===== config.mk =====
export PLATFORM = sky130hd
export DESIGN_NAME = column_run_line_rasterizer
export DESIGN_NICKNAME = d
export VERILOG_FILES = /design/src/crlr_pkg.sv /design/src/crlr_seq.sv /design/src/crlr_dp.sv /design/src/column_run_line_rasterizer.sv
export SDC_FILE = /design/constraint.sdc
export NUM_CORES = 1
export LEC_CHECK = 0
export BUFFER_PORTS_ARGS = -buffer_cell sky130_fd_sc_hd__buf_2
export CAP_MARGIN = 15
export CORE_ASPECT_RATIO = 2
export CORE_MARGIN = 4
export CORE_UTILIZATION = 60
export DETAILED_ROUTE_END_ITERATION = 8
export PLACE_DENSITY = 0.8
export SLEW_MARGIN = 25
export SYNTH_ARGS = -nofsm -noshare
export SYNTH_HDL_FRONTEND = slang
export SYNTH_SLANG_ARGS = --single-unit
export TNS_END_PERCENT = 30

===== constraint.sdc =====
create_clock -name clk -period 12.5 [get_ports clk]
set_clock_uncertainty 0.15 [all_clocks]
set_input_delay 2.5 -clock clk [delete_from_list [all_inputs] [get_ports clk]]
set_output_delay 2.5 -clock clk [all_outputs]
set_load 0.005 [all_outputs]

===== src/crlr_pkg.sv =====
package crlr_pkg;

	localparam int FIELD_W    = 6;
	localparam int IN_DATA_W  = 24;
	localparam int OUT_DATA_W = 24;
	localparam int STEP_W     = 3;

	typedef logic [FIELD_W-1:0] coord_t;
	typedef logic [STEP_W-1:0]  step_t;

	typedef enum logic [2:0] {
		OP_NOP,
		OP_LOAD,
		OP_SETUP,
		OP_DIV,
		OP_PREP,
		OP_RUN,
		OP_VERT
	} op_t;

	typedef enum logic [2:0] {
		COND_NEXT,
		COND_JUMP,
		COND_WAIT_IN,
		COND_BR_VERT,
		COND_LOOP_DIV,
		COND_EMIT
	} cond_t;

	typedef struct packed {
		op_t   op;
		cond_t cond;
		step_t target;
	} ucode_t;

	typedef struct packed {
		logic in_valid;
		logic vertical;
		logic div_last;
		logic out_free;
		logic last;
	} status_t;

	localparam step_t STEP_LOAD  = 3'd0;
	localparam step_t STEP_SETUP = 3'd1;
	localparam step_t STEP_DIV   = 3'd2;
	localparam step_t STEP_PREP  = 3'd3;
	localparam step_t STEP_RUN   = 3'd4;
	localparam step_t STEP_VERT  = 3'd5;

	function automatic ucode_t ucode_rom(input step_t step);
		ucode_t w;
		unique case (step)
			STEP_LOAD:  w = '{op: OP_LOAD,  cond: COND_WAIT_IN,  target: STEP_LOAD};
			STEP_SETUP: w = '{op: OP_SETUP, cond: COND_BR_VERT,  target: STEP_VERT};
			STEP_DIV:   w = '{op: OP_DIV,   cond: COND_LOOP_DIV, target: STEP_DIV};
			STEP_PREP:  w = '{op: OP_PREP,  cond: COND_NEXT,     target: STEP_LOAD};
			STEP_RUN:   w = '{op: OP_RUN,   cond: COND_EMIT,     target: STEP_LOAD};
			STEP_VERT:  w = '{op: OP_VERT,  cond: COND_EMIT,     target: STEP_LOAD};
			default:    w = '{op: OP_NOP,   cond: COND_JUMP,     target: STEP_LOAD};
		endcase
		return w;
	endfunction

endpackage


===== src/crlr_seq.sv =====
module crlr_seq (
	input  logic              clk,
	input  logic              arst_n,
	input  crlr_pkg::status_t status,
	output crlr_pkg::op_t     op
);
	import crlr_pkg::*;

	step_t  step_q;
	step_t  step_next;
	ucode_t uc;

	assign uc = ucode_rom(step_q);
	assign op = uc.op;

	always_comb begin
		step_next = step_q + step_t'(1);
		unique case (uc.cond)
			COND_NEXT:     step_next = step_q + step_t'(1);
			COND_JUMP:     step_next = uc.target;
			COND_WAIT_IN:  if (!status.in_valid) step_next = step_q;
			COND_BR_VERT:  if (status.vertical) step_next = uc.target;
			COND_LOOP_DIV: if (!status.div_last) step_next = step_q;
			COND_EMIT: begin
				if (status.out_free && status.last) step_next = uc.target;
				else step_next = step_q;
			end
			default:       step_next = STEP_LOAD;
		endcase
	end

	always_ff @(posedge clk or negedge arst_n) begin
		if (!arst_n) step_q <= STEP_LOAD;
		else step_q <= step_next;
	end

endmodule


===== src/crlr_dp.sv =====
module crlr_dp #(
	parameter int SCREEN_WIDTH    = 64,
	parameter int SCREEN_HEIGHT   = 64,
	parameter int SLOPE_FRAC_BITS = 16
) (
	input  logic                             clk,
	input  logic                             arst_n,
	input  crlr_pkg::op_t                    op,
	output crlr_pkg::status_t                status,
	input  logic                             in_valid,
	output logic                             in_ready,
	input  logic [crlr_pkg::IN_DATA_W-1:0]   in_data,
	output logic                             out_valid,
	input  logic                             out_ready,
	output logic [crlr_pkg::OUT_DATA_W-1:0]  out_data,
	output logic                             out_empty,
	output logic                             out_last
);
	import crlr_pkg::*;

	localparam int DVD_W = FIELD_W + SLOPE_FRAC_BITS;
	localparam int CNT_W = $clog2(DVD_W);
	localparam int ROW_W = FIELD_W + 4;
	localparam logic signed [ROW_W-1:0] ROW_MAX   = ROW_W'(SCREEN_HEIGHT - 1);
	localparam logic [FIELD_W:0]        COL_LIMIT = (FIELD_W + 1)'(SCREEN_WIDTH);

	coord_t ax_q, ay_q, bx_q, by_q;
	coord_t col_q, cnt_q, dvsr_q, rem_q, count_q;
	logic   neg_q;
	logic [DVD_W-1:0] dvd_q, quo_q, y_q;
	logic [CNT_W-1:0] divcnt_q;

	logic   m_valid_q;
	coord_t col_out_q, lo_out_q, hi_out_q;
	logic   empty_out_q, last_out_q;

	logic   swap, dy_neg, fits, emit, out_free, is_vert, last, empty;
	coord_t x0, y0, x1, y1, dy_mag, count_calc, ty, cm1, vmin, vmax, col_sel;
	logic [FIELD_W:0] trial;
	logic signed [ROW_W-1:0] ty_s, cm1_s, lo_sel, hi_sel, lo_c, hi_c;

	assign in_ready = (op == OP_LOAD);
	assign is_vert  = (op == OP_VERT);
	assign out_free = !m_valid_q || out_ready;
	assign emit     = ((op == OP_RUN) || is_vert) && out_free;
	assign last     = is_vert || (cnt_q == coord_t'(1));

	assign swap   = bx_q < ax_q;
	assign x0     = swap ? bx_q : ax_q;
	assign y0     = swap ? by_q : ay_q;
	assign x1     = swap ? ax_q : bx_q;
	assign y1     = swap ? ay_q : by_q;
	assign dy_neg = y1 < y0;
	assign dy_mag = dy_neg ? (y0 - y1) : (y1 - y0);

	assign trial = {rem_q, dvd_q[DVD_W-1]} - {1'b0, dvsr_q};
	assign fits  = !trial[FIELD_W];

	always_comb begin
		count_calc = quo_q[DVD_W-1:SLOPE_FRAC_BITS]
			+ coord_t'(|quo_q[SLOPE_FRAC_BITS-1:0]);
		if (count_calc == '0) count_calc = coord_t'(1);
	end

	assign ty    = y_q[DVD_W-1:SLOPE_FRAC_BITS];
	assign cm1   = count_q - coord_t'(1);
	assign ty_s  = signed'({{(ROW_W - FIELD_W){1'b0}}, ty});
	assign cm1_s = signed'({{(ROW_W - FIELD_W){1'b0}}, cm1});
	assign vmin  = (ay_q < by_q) ? ay_q : by_q;
	assign vmax  = (ay_q < by_q) ? by_q : ay_q;

	always_comb begin
		if (is_vert) begin
			col_sel = ax_q;
			if (vmin == vmax) begin
				lo_sel = ROW_W'(1);
				hi_sel = '0;
			end else begin
				lo_sel = signed'({{(ROW_W - FIELD_W){1'b0}}, vmin});
				hi_sel = signed'({{(ROW_W - FIELD_W){1'b0}}, vmax}) - ROW_W'(1);
			end
		end else begin
			col_sel = col_q;
			lo_sel  = neg_q ? (ty_s - cm1_s) : ty_s;
			hi_sel  = neg_q ? ty_s : (ty_s + cm1_s);
		end
		lo_c  = (lo_sel < 0) ? '0 : lo_sel;
		hi_c  = (hi_sel > ROW_MAX) ? ROW_MAX : hi_sel;
		empty = (lo_c > hi_c) || ({1'b0, col_sel} >= COL_LIMIT);
	end

	assign status.in_valid = in_valid;
	assign status.vertical = (ax_q == bx_q);
	assign status.div_last = (divcnt_q == '0);
	assign status.out_free = out_free;
	assign status.last     = last;

	always_ff @(posedge clk) begin
		unique case (op)
			OP_LOAD: begin
				if (in_valid) begin
					ax_q <= in_data[FIELD_W-1:0];
					ay_q <= in_data[2*FIELD_W-1:FIELD_W];
					bx_q <= in_data[3*FIELD_W-1:2*FIELD_W];
					by_q <= in_data[4*FIELD_W-1:3*FIELD_W];
				end
			end
			OP_SETUP: begin
				col_q    <= x0;
				cnt_q    <= x1 - x0;
				dvsr_q   <= x1 - x0;
				neg_q    <= dy_neg;
				dvd_q    <= {dy_mag, {SLOPE_FRAC_BITS{1'b0}}};
				rem_q    <= '0;
				quo_q    <= '0;
				divcnt_q <= CNT_W'(DVD_W - 1);
				y_q      <= {y0, {SLOPE_FRAC_BITS{1'b0}}};
			end
			OP_DIV: begin
				dvd_q    <= {dvd_q[DVD_W-2:0], 1'b0};
				rem_q    <= fits ? trial[FIELD_W-1:0] : {rem_q[FIELD_W-2:0], dvd_q[DVD_W-1]};
				quo_q    <= {quo_q[DVD_W-2:0], fits};
				divcnt_q <= divcnt_q - CNT_W'(1);
			end
			OP_PREP: count_q <= count_calc;
			OP_RUN: begin
				if (out_free) begin
					col_q <= col_q + coord_t'(1);
					cnt_q <= cnt_q - coord_t'(1);
					y_q   <= neg_q ? (y_q - quo_q) : (y_q + quo_q);
				end
			end
			default: ;
		endcase
	end

	always_ff @(posedge clk) begin
		if (emit) begin
			col_out_q   <= col_sel;
			lo_out_q    <= empty ? '0 : lo_c[FIELD_W-1:0];
			hi_out_q    <= empty ? '0 : hi_c[FIELD_W-1:0];
			empty_out_q <= empty;
			last_out_q  <= last;
		end
	end

	always_ff @(posedge clk or negedge arst_n) begin
		if (!arst_n) m_valid_q <= 1'b0;
		else if (emit) m_valid_q <= 1'b1;
		else if (out_ready) m_valid_q <= 1'b0;
	end

	assign out_valid = m_valid_q;
	assign out_data  = {{(OUT_DATA_W - 3*FIELD_W){1'b0}}, hi_out_q, lo_out_q, col_out_q};
	assign out_empty = empty_out_q;
	assign out_last  = last_out_q;

endmodule


===== src/column_run_line_rasterizer.sv =====
// Line rasterizer that emits one vertical run of rows per screen column.
// Slave stream: one request per line, tdata = {end_y, end_x, start_y, start_x}.
// Master stream: one request per run, tdata = {row_high, row_low, column},
// tuser = run_empty, tlast marks the final run of the line.
// Endpoints are ordered by x, the slope is divided out one quotient bit per
// cycle (6 + SLOPE_FRAC_BITS steps), then one run leaves per cycle while the
// receiver is ready. A vertical line or point passes from SETUP straight to
// VERT, which registers its single run; a sloped line passes from SETUP
// through the divide loop and PREP to RUN, which registers its runs in
// column order. No new line is taken until the last run is registered.
// s_axis_tready is high only while the sequencer waits for a new line; the
// final run sits in the output register while the next line is taken.
// A stalled receiver holds the output register and halts the run sequence.
// Reset clears the step counter and the output valid; no result is pending.
module column_run_line_rasterizer #(
	parameter int SCREEN_WIDTH    = 64,
	parameter int SCREEN_HEIGHT   = 64,
	parameter int SLOPE_FRAC_BITS = 16
) (
	input  logic                             clk,
	input  logic                             arst_n,
	input  logic                             s_axis_tvalid,
	output logic                             s_axis_tready,
	// start_x[5:0], start_y[11:6], end_x[17:12], end_y[23:18]
	input  logic [crlr_pkg::IN_DATA_W-1:0]   s_axis_tdata,
	output logic                             m_axis_tvalid,
	input  logic                             m_axis_tready,
	// column[5:0], row_low[11:6], row_high[17:12], zero[23:18]
	output logic [crlr_pkg::OUT_DATA_W-1:0]  m_axis_tdata,
	// run_empty[0]
	output logic [0:0]                       m_axis_tuser,
	output logic                             m_axis_tlast
);
	import crlr_pkg::*;

	op_t     op;
	status_t status;

	crlr_seq u_seq (
		.clk    (clk),
		.arst_n (arst_n),
		.status (status),
		.op     (op)
	);

	crlr_dp #(
		.SCREEN_WIDTH    (SCREEN_WIDTH),
		.SCREEN_HEIGHT   (SCREEN_HEIGHT),
		.SLOPE_FRAC_BITS (SLOPE_FRAC_BITS)
	) u_dp (
		.clk       (clk),
		.arst_n    (arst_n),
		.op        (op),
		.status    (status),
		.in_valid  (s_axis_tvalid),
		.in_ready  (s_axis_tready),
		.in_data   (s_axis_tdata),
		.out_valid (m_axis_tvalid),
		.out_ready (m_axis_tready),
		.out_data  (m_axis_tdata),
		.out_empty (m_axis_tuser[0]),
		.out_last  (m_axis_tlast)
	);

endmodule


==> out/results.tsv, run 1 <==
stage	metric	value	unit
outcome	outcome	complete, no violations	
clocking	CTS HTree Levels	4	
yosys	register bit total from synthesis	134	
route	Detailed Route WL	23.4	mm
route	post-DR wirelength/cell	18.6	µm
route	Starting DRT DRC Count	428	
finish	share of cells above drive strength 1	11.5	%
placement	placer congestion estimate	0.981	
global_route	grt ovf	0	
flow_run	max_cap viols	0	
setup_path	Worst Setup Path Type	reg2reg	
global_route	largest net degree at the start of global routing	47	
floorplan	IO Pins	56	
timing	Slew @ Worst Pin	896	ps
finish	ant diodes	0	
yosys	Syn Area/Cell	9.58	µm²
finish	commonest non-fill, non-tap cell in the layout	edfxtp_1	
placement	worst setup slack after placement	6180	ps
clocking	CTS root buffer	clkbuf_16	
floorplan	die width	97.4	µm
yosys	largest area contributor in the netlist	edfxtp_1	
route	Final ANT Viol Nets	0	
placement	I/O Buffers	49	
global_route	first-pass GRT wire length	38.1	mm
global_route	initial antenna violation count	0	
timing	max_slew headroom	39.8	%
clocking	CTS Buf Count	17	
route	DRC viols	0	
yosys	top cells by area, synth	edfxtp_1 (41%), ha_1 (9.9%), xnor2_1 (5.0%), nor2_1 (4.6%), nand2_1 (3.4%)	
clocking	Longest Clk Path Bufs	2	
clocking	worst-skew pair later-pin latency	430	ps
min_path	worst hold path class	reg2reg	
timing	setup tns final	0	ps
clocking	TritonCTS clock tree	done	
floorplan	Die ar.	18200	µm²
timing	PnR worst setup slack	6020	ps
floorplan	Starting Density	60.8	%
timing	Max Freq	154	MHz
global_route	vias in the first global route	7727	
yosys	Async S/R FF share, synth	2.99	%
timing	RSZ-0062 raised after global routing	no	
finish	Final nets	1152	
floorplan	row count	65	
clocking	Post-CTS Resized	0	
setup_path	Critical path origin	u_dp.by_q[2]	
yosys	cells after synthesis	1001	
setup_path	crit end category	register	
setup_path	R2R Setup Slk	6020	ps
yosys	synth unique cells	76	
yosys	Post-synth EDFFs	130	
timing	Period minus WS final	6480	ps
timing	Final Slew Violations	0	
clocking	clock slew at reported path FFs	60	ps
yosys	Mapped Area	9590	µm²
setup_path	CP endpoint	u_dp.hi_out_q[0]	
setup_path	reg2reg end	u_dp.hi_out_q[0]	
placement	DP Wirelength	17.4	mm
yosys	sequential share of the synthesized area	41.8	%
floorplan	CORE AREA	15800	µm²
setup_path	critical path launch point type	register	
timing	final hold vios	0	
global_route	Total Routing Usage GR	26.1	%
timing	# setup viols final	0	
route	Via density	6.09	
yosys	Ys Warns	0	
yosys	share of the synthesized area in the top cell type	40.7	%
route	via count	7657	
clocking	post-CTS setup buffers	0	
finish	most frequent cells in the layout	edfxtp_1 (130), nor2_1 (118), nand2_1 (88), ha_1 (76), inv_1 (63)	
timing	final hold slack	430	ps
setup_path	reg2reg path depth	24	
finish	final core occ	67.2	%
clocking	cts hold-fix bufs	0	
timing	Tcrit/Tclk final	51.8	%
floorplan	Die Y	187	µm
finish	P&R area growth vs syn	10.5	%
route	Initial DRT Pass Iterations	6	
setup_path	arrival time at the worst endpoint	6460	ps
setup_path	r2r startpoint	u_dp.by_q[2]	
yosys	top_reg_cell synth	edfxtp_1	
setup_path	Worst EP required	12490	ps
clocking	TritonCTS sink count	134	
setup_path	crit-path max FO	20	
[sequential cells by signal, summed over array words and instances, names as in the netlist]
register,cells
u_dp.ax_q,6
u_dp.ay_q,6
u_dp.bx_q,6
u_dp.by_q,6
u_dp.cnt_q,6
u_dp.col_out_q,6
u_dp.col_q,6
u_dp.count_q,6
u_dp.divcnt_q,5
u_dp.dvd_q,6
u_dp.dvsr_q,6
u_dp.hi_out_q,6
u_dp.lo_out_q,6
u_dp.neg_q,1
u_dp.out_empty,1
u_dp.out_last,1
u_dp.out_valid,1
u_dp.quo_q,22
u_dp.rem_q,6
u_dp.y_q,22
u_seq.step_q,3
[worst min path at each step]
| stage | start | end | depth (start not counted) |
|---|---|---|---|
| 6_report | u_seq.step_q[1] | u_seq.step_q[1] | 1 |
| 3_5_place_dp | u_seq.step_q[1] | u_seq.step_q[1] | 1 |
| 4_1_cts | u_seq.step_q[1] | u_seq.step_q[1] | 1 |
| 2_1_floorplan | u_seq.step_q[1] | u_seq.step_q[1] | 1 |
| 3_3_place_gp | u_seq.step_q[1] | u_seq.step_q[1] | 1 |
| 5_1_grt | u_seq.step_q[1] | u_seq.step_q[1] | 1 |
[Yosys cell counts, drive strengths merged (6+ instances only)]
| library cell | count |
|---|---|
| nor3 | 29 |
| a22oi | 6 |
| clkbuf | 25 |
| nor2b | 14 |
| nand4 | 8 |
| or4 | 6 |
| inv | 64 |
| nor2 | 119 |
| o21a | 10 |
| nor3b | 6 |
| a21boi | 6 |
| o21ai | 46 |
| buf | 14 |
| and2 | 25 |
| a21oi | 54 |
| o22ai | 8 |
| xnor2 | 55 |
| nand2 | 88 |
| nor4 | 8 |
| and3 | 9 |
| edfxtp | 130 |
| a211oi | 8 |
| a21o | 20 |
| nand2b | 13 |
| nand3 | 24 |
| o21bai | 10 |
| xor2 | 20 |
| ha | 76 |
| mux2i | 22 |
| a31oi | 16 |
| or3 | 9 |
[worst max-delay path: stages, from the launching register on]
cell	delay, ps
edfxtp_1	470
inv_1	130
ha_1	380
and2_1	240
nor2b_1	270
a221o_1	740
mux2i_1	570
a21oi_1	180
xor2_1	200
o22ai_1	200
nand4_1	120
o31ai_1	230
ha_1	320
inv_1	140
nand2b_1	100
ha_1	190
nor2b_1	140
o21a_1	130
o21ai_0	70
nand2b_1	80
a21oi_1	70
nor2b_1	130
o22ai_1	100
o21bai_1	700
nor2b_1	110
[per-stage QoR]
step | instance area [µm²] | std cells
CTS | 10600 | 1257
global route | 10600 | 1257
detailed placement | 10000 | 1226
finish | 10600 | 1257
global placement | 10000 | 1226
floorplan | 9610 | 1006
[layer usage]
layer / global-route usage [%] / part of all wire [%]
met4: 14.3 / 5.4
met2: 47.9 / 53
met5: 0 / 0
met3: 4.26 / 4.6
met1: 27.9 / 37
[cell families after synthesis]
kind of cell | count (synthesis) | synth area share [%]
compound gates | 213 | 14.4
xor+xnor | 75 | 6.85
fa+ha+maj | 80 | 10.8
buf+inv | 103 | 4.38
flops | 134 | 41.8
mux | 26 | 2.81
other cells | 1 | 0.0391
simple gates | 369 | 19.0
[cell type report]
| type | count | area [µm²] |
|---|---|---|
| timing repair buffer | 58 | 313 |
| tap | 201 | 251 |
| fill | 1278 | 5180 |
| inverter | 64 | 240 |
| clock inverter | 14 | 150 |
| multi-input combinational | 769 | 5220 |
| clock buffer | 17 | 425 |
| sequential | 134 | 4000 |
Power of run 1 is left out: the tool's default activity adds up to more than one toggle a clock period on the data nets, which glitch-free logic cannot reach.
==> inputs of run 2 (changes only) <==
ABC_AREA = 1   (was unset)
CORE_UTILIZATION = 56   (was 60)
PLACE_DENSITY = 0.78   (was 0.8)
clock period = 5.55 ns   (was 12.5 ns; I/O delays follow)
==> run 2 against run 1 <==
Non-clock buffer count unchanged. Cell area grew 0.80%. Sequential share of layout area down 0.30 points. Synthesized cell count up 17%. First-iteration DRC count up 6.3%. Count of clock-buffer cells in the layout increased by 3. Critical path depth rose by 8. Area after synthesis is 0.57% higher. Register-to-register slack worse by 5400 ps.
==> out/results.tsv, run 2 <==
stage	metric	value	unit	change
outcome	outcome	complete, no violations		
global_route	Total Routing Usage GR	24.9	%	-1.2 points
flow_run	max_cap viols	0		unchanged
yosys	post-synthesis adder-cell area fraction	10.7	%	-0.061 points
floorplan	IO Pins	56		unchanged
yosys	Post-Synth Simple-Gate Area	20.7	%	+1.8 points
global_route	grt peak-use layer	met2		
yosys	synth unique cells	52		-32%
finish	Finished Cell Area	10700	µm²	+0.80%
yosys	Ys Warns	0		unchanged
clocking	CTS root buffer	clkbuf_16		
min_path	worst hold path class	in2async		
global_route	met2 usage	46.4	%	-1.5 points
placement	I/O Buffers	49		unchanged
clocking	Longest Clk Path Bufs	2		unchanged
clocking	CTS HTree Levels	4		unchanged
finish	final core occ	63.4	%	-3.8 points
yosys	Mapped Area	9640	µm²	+0.57%
finish	share of cells above drive strength 1	10.9	%	-0.55 points
floorplan	row count	67		+3.1%
route	Detailed Route WL	23.0	mm	-1.6%
yosys	register bit total from synthesis	134		unchanged
clocking	CTS Buf Count	17		unchanged
timing	Period minus WS final	4940	ps	-1540 ps
clocking	TritonCTS clock tree	done		
clocking	clock slew at reported path FFs	70	ps	about the same
yosys	sequential share of the synthesized area	41.5	%	-0.24 points
setup_path	critical path launch point type	register		
setup_path	arrival time at the worst endpoint	4980	ps	-1480 ps
clocking	worst-skew pair later-pin latency	440	ps	about the same
yosys	Syn Area/Cell	8.23	µm²	-14%
route	Initial DRT Pass Iterations	5		-1
timing	Max Freq	203	MHz	+31%
yosys	cells after synthesis	1171		+17%
yosys	post-synthesis mux area share	0	%	-2.8 points
timing	Final Slew Violations	0		unchanged
timing	RSZ-0062 raised after global routing	no		
setup_path	Worst EP required	5590	ps	-6900 ps
yosys	top_reg_cell synth	edfxtp_1		
finish	Final nets	1333		+16%
setup_path	Worst Setup Path Type	reg2reg		
finish	Top Registers	u_dp.quo_q (22), u_dp.y_q (22)		
timing	setup tns final	0	ps	unchanged
yosys	top cells by area, synth	edfxtp_1 (40%), ha_1 (9.9%), nand2_1 (8.8%), inv_1 (6.8%), o21ai_0 (5.3%)		
global_route	vias in the first global route	8357		+8.2%
finish	commonest non-fill, non-tap cell in the layout	nand2_1		
yosys	top-count cell post-synth	nand2_1		
route	Via density	5.57		-8.5%
setup_path	crit-path max FO	20		unchanged
setup_path	crit end category	register		
clocking	TritonCTS sink count	134		unchanged
route	Final ANT Viol Nets	0		unchanged
timing	final hold vios	0		unchanged
yosys	share of the synthesized area in the top cell type	40.5	%	-0.23 points
global_route	largest net degree at the start of global routing	41		-13%
floorplan	die width	101	µm	+3.5%
global_route	first-pass GRT wire length	38.3	mm	+0.43%
route	Starting DRT DRC Count	455		+6.3%
floorplan	Die Y	194	µm	+3.6%
placement	DP Wirelength	17.3	mm	-0.69%
yosys	compound-cell area share of the yosys netlist	13.2	%	-1.2 points
finish	P&R area growth vs syn	10.8	%	
global_route	met1 Use GR	24.5	%	-3.4 points
timing	# setup viols final	0		unchanged
yosys	largest area contributor in the netlist	edfxtp_1		
finish	most frequent cells in the layout	nand2_1 (225), inv_1 (175), edfxtp_1 (130), nor2_1 (116), o21ai_0 (102)		
timing	max_slew headroom	37.8	%	-2.1 points
global_route	met3 Use GR	3.60	%	-0.66 points
clocking	post-CTS setup buffers	0		unchanged
global_route	grt ovf	0		unchanged
yosys	xor/xnor share of the synthesized area	5.00	%	-1.9 points
placement	placer congestion estimate	0.890		-9.3%
yosys	Post-synth top cells	nand2_1 (225), inv_1 (175), edfxtp_1 (130), nor2_1 (117), o21ai_0 (102)		
finish	ant diodes	0		unchanged
timing	Tcrit/Tclk final	88.9	%	+37 points
yosys	largest family of logic cells by synthesized area	simple AND/OR/NAND/NOR gates		
floorplan	CORE AREA	16800	µm²	+6.8%
yosys	Post-synth EDFFs	130		unchanged
setup_path	Worst path max stage delay	450	ps	-290 ps
setup_path	slowest stage cell, crit path	edfxtp_1		
route	post-DR wirelength/cell	15.9	µm	-14%
floorplan	Die ar.	19500	µm²	+7.3%
global_route	initial antenna violation count	0		unchanged
route	via count	8051		+5.1%
yosys	Async S/R FF share, synth	2.99	%	unchanged
route	DRC viols	0		unchanged
floorplan	Starting Density	57.2	%	-3.5 points
placement	placed inst area	10100	µm²	+0.92%
timing	Slew @ Worst Pin	928	ps	+31.6 ps
## run 2: stage by stage
step | hold WS [ps] | std cells | worst slack, ps
after global routing | 316 | 1445 | 91.2
after global placement | 357 | 1413 | 787
after CTS | 313 | 1445 | 522
after detailed placement | 358 | 1413 | 582
final | 316 | 1445 | 614
after floorplan | 344 | 1176 | 1380
## run 2: layout make-up
type / instances / area, µm²
fillers: 1494 / 6170
multi-input cells: 830 / 4850
flip-flops and latches: 134 / 4000
inverters: 184 / 691
clock buffers: 20 / 437
repair buffers: 58 / 313
well taps: 207 / 259
clock inverters: 12 / 130
## run 2: metal layers
layer  routed length, µm  up-vias
li1                    -     4015
met1                8110     3744
met3                 724       89
met5                   0        -
met2               12800      203
met4                1440        0
## run 2: critical path, delay by kind of cell, from the launching register on
kind,cells,cell delay (ps)
DFF,1,450
and+or+nand+nor,18,1880
buffers and inverters,6,410
adders and majority gates,3,1020
AOI/OAI and AO/OA,5,770
## run 2: cell families after synthesis
group	after synthesis
AOI/OAI and AO/OA	228
xor gates and xnor gates	55
adders and majority gates	80
buffers and inverters	212
DFF	134
other	1
and+or+nand+nor	461
## run 2: path summary, 6_finish.rpt
| check | startpoint | endpoint | slack, ps | cells after the start |
|---|---|---|---|---|
| worst max-delay path | u_dp.by_q[3] | u_dp.hi_out_q[5] | 610 | 32 |
| worst min-delay path | arst_n | u_seq.step_q[2] | 320 | 1 |
| worst max register to register | u_dp.by_q[3] | u_dp.hi_out_q[5] | 610 | 32 |
| worst min register to register | u_dp.dvd_q[19] | u_dp.dvd_q[20] | 370 | 2 |
| max in group asynchronous | arst_n | u_seq.step_q[0] | 4810 | 1 |
| min in group clk | u_dp.dvd_q[19] | u_dp.dvd_q[20] | 370 | 2 |
## run 2: repair_timing
item,CTS,global route
setup endpoints to repair,0,1
hold buffers,0,0
gates resized for setup,0,1
Power of run 2 is left out for the same reason.
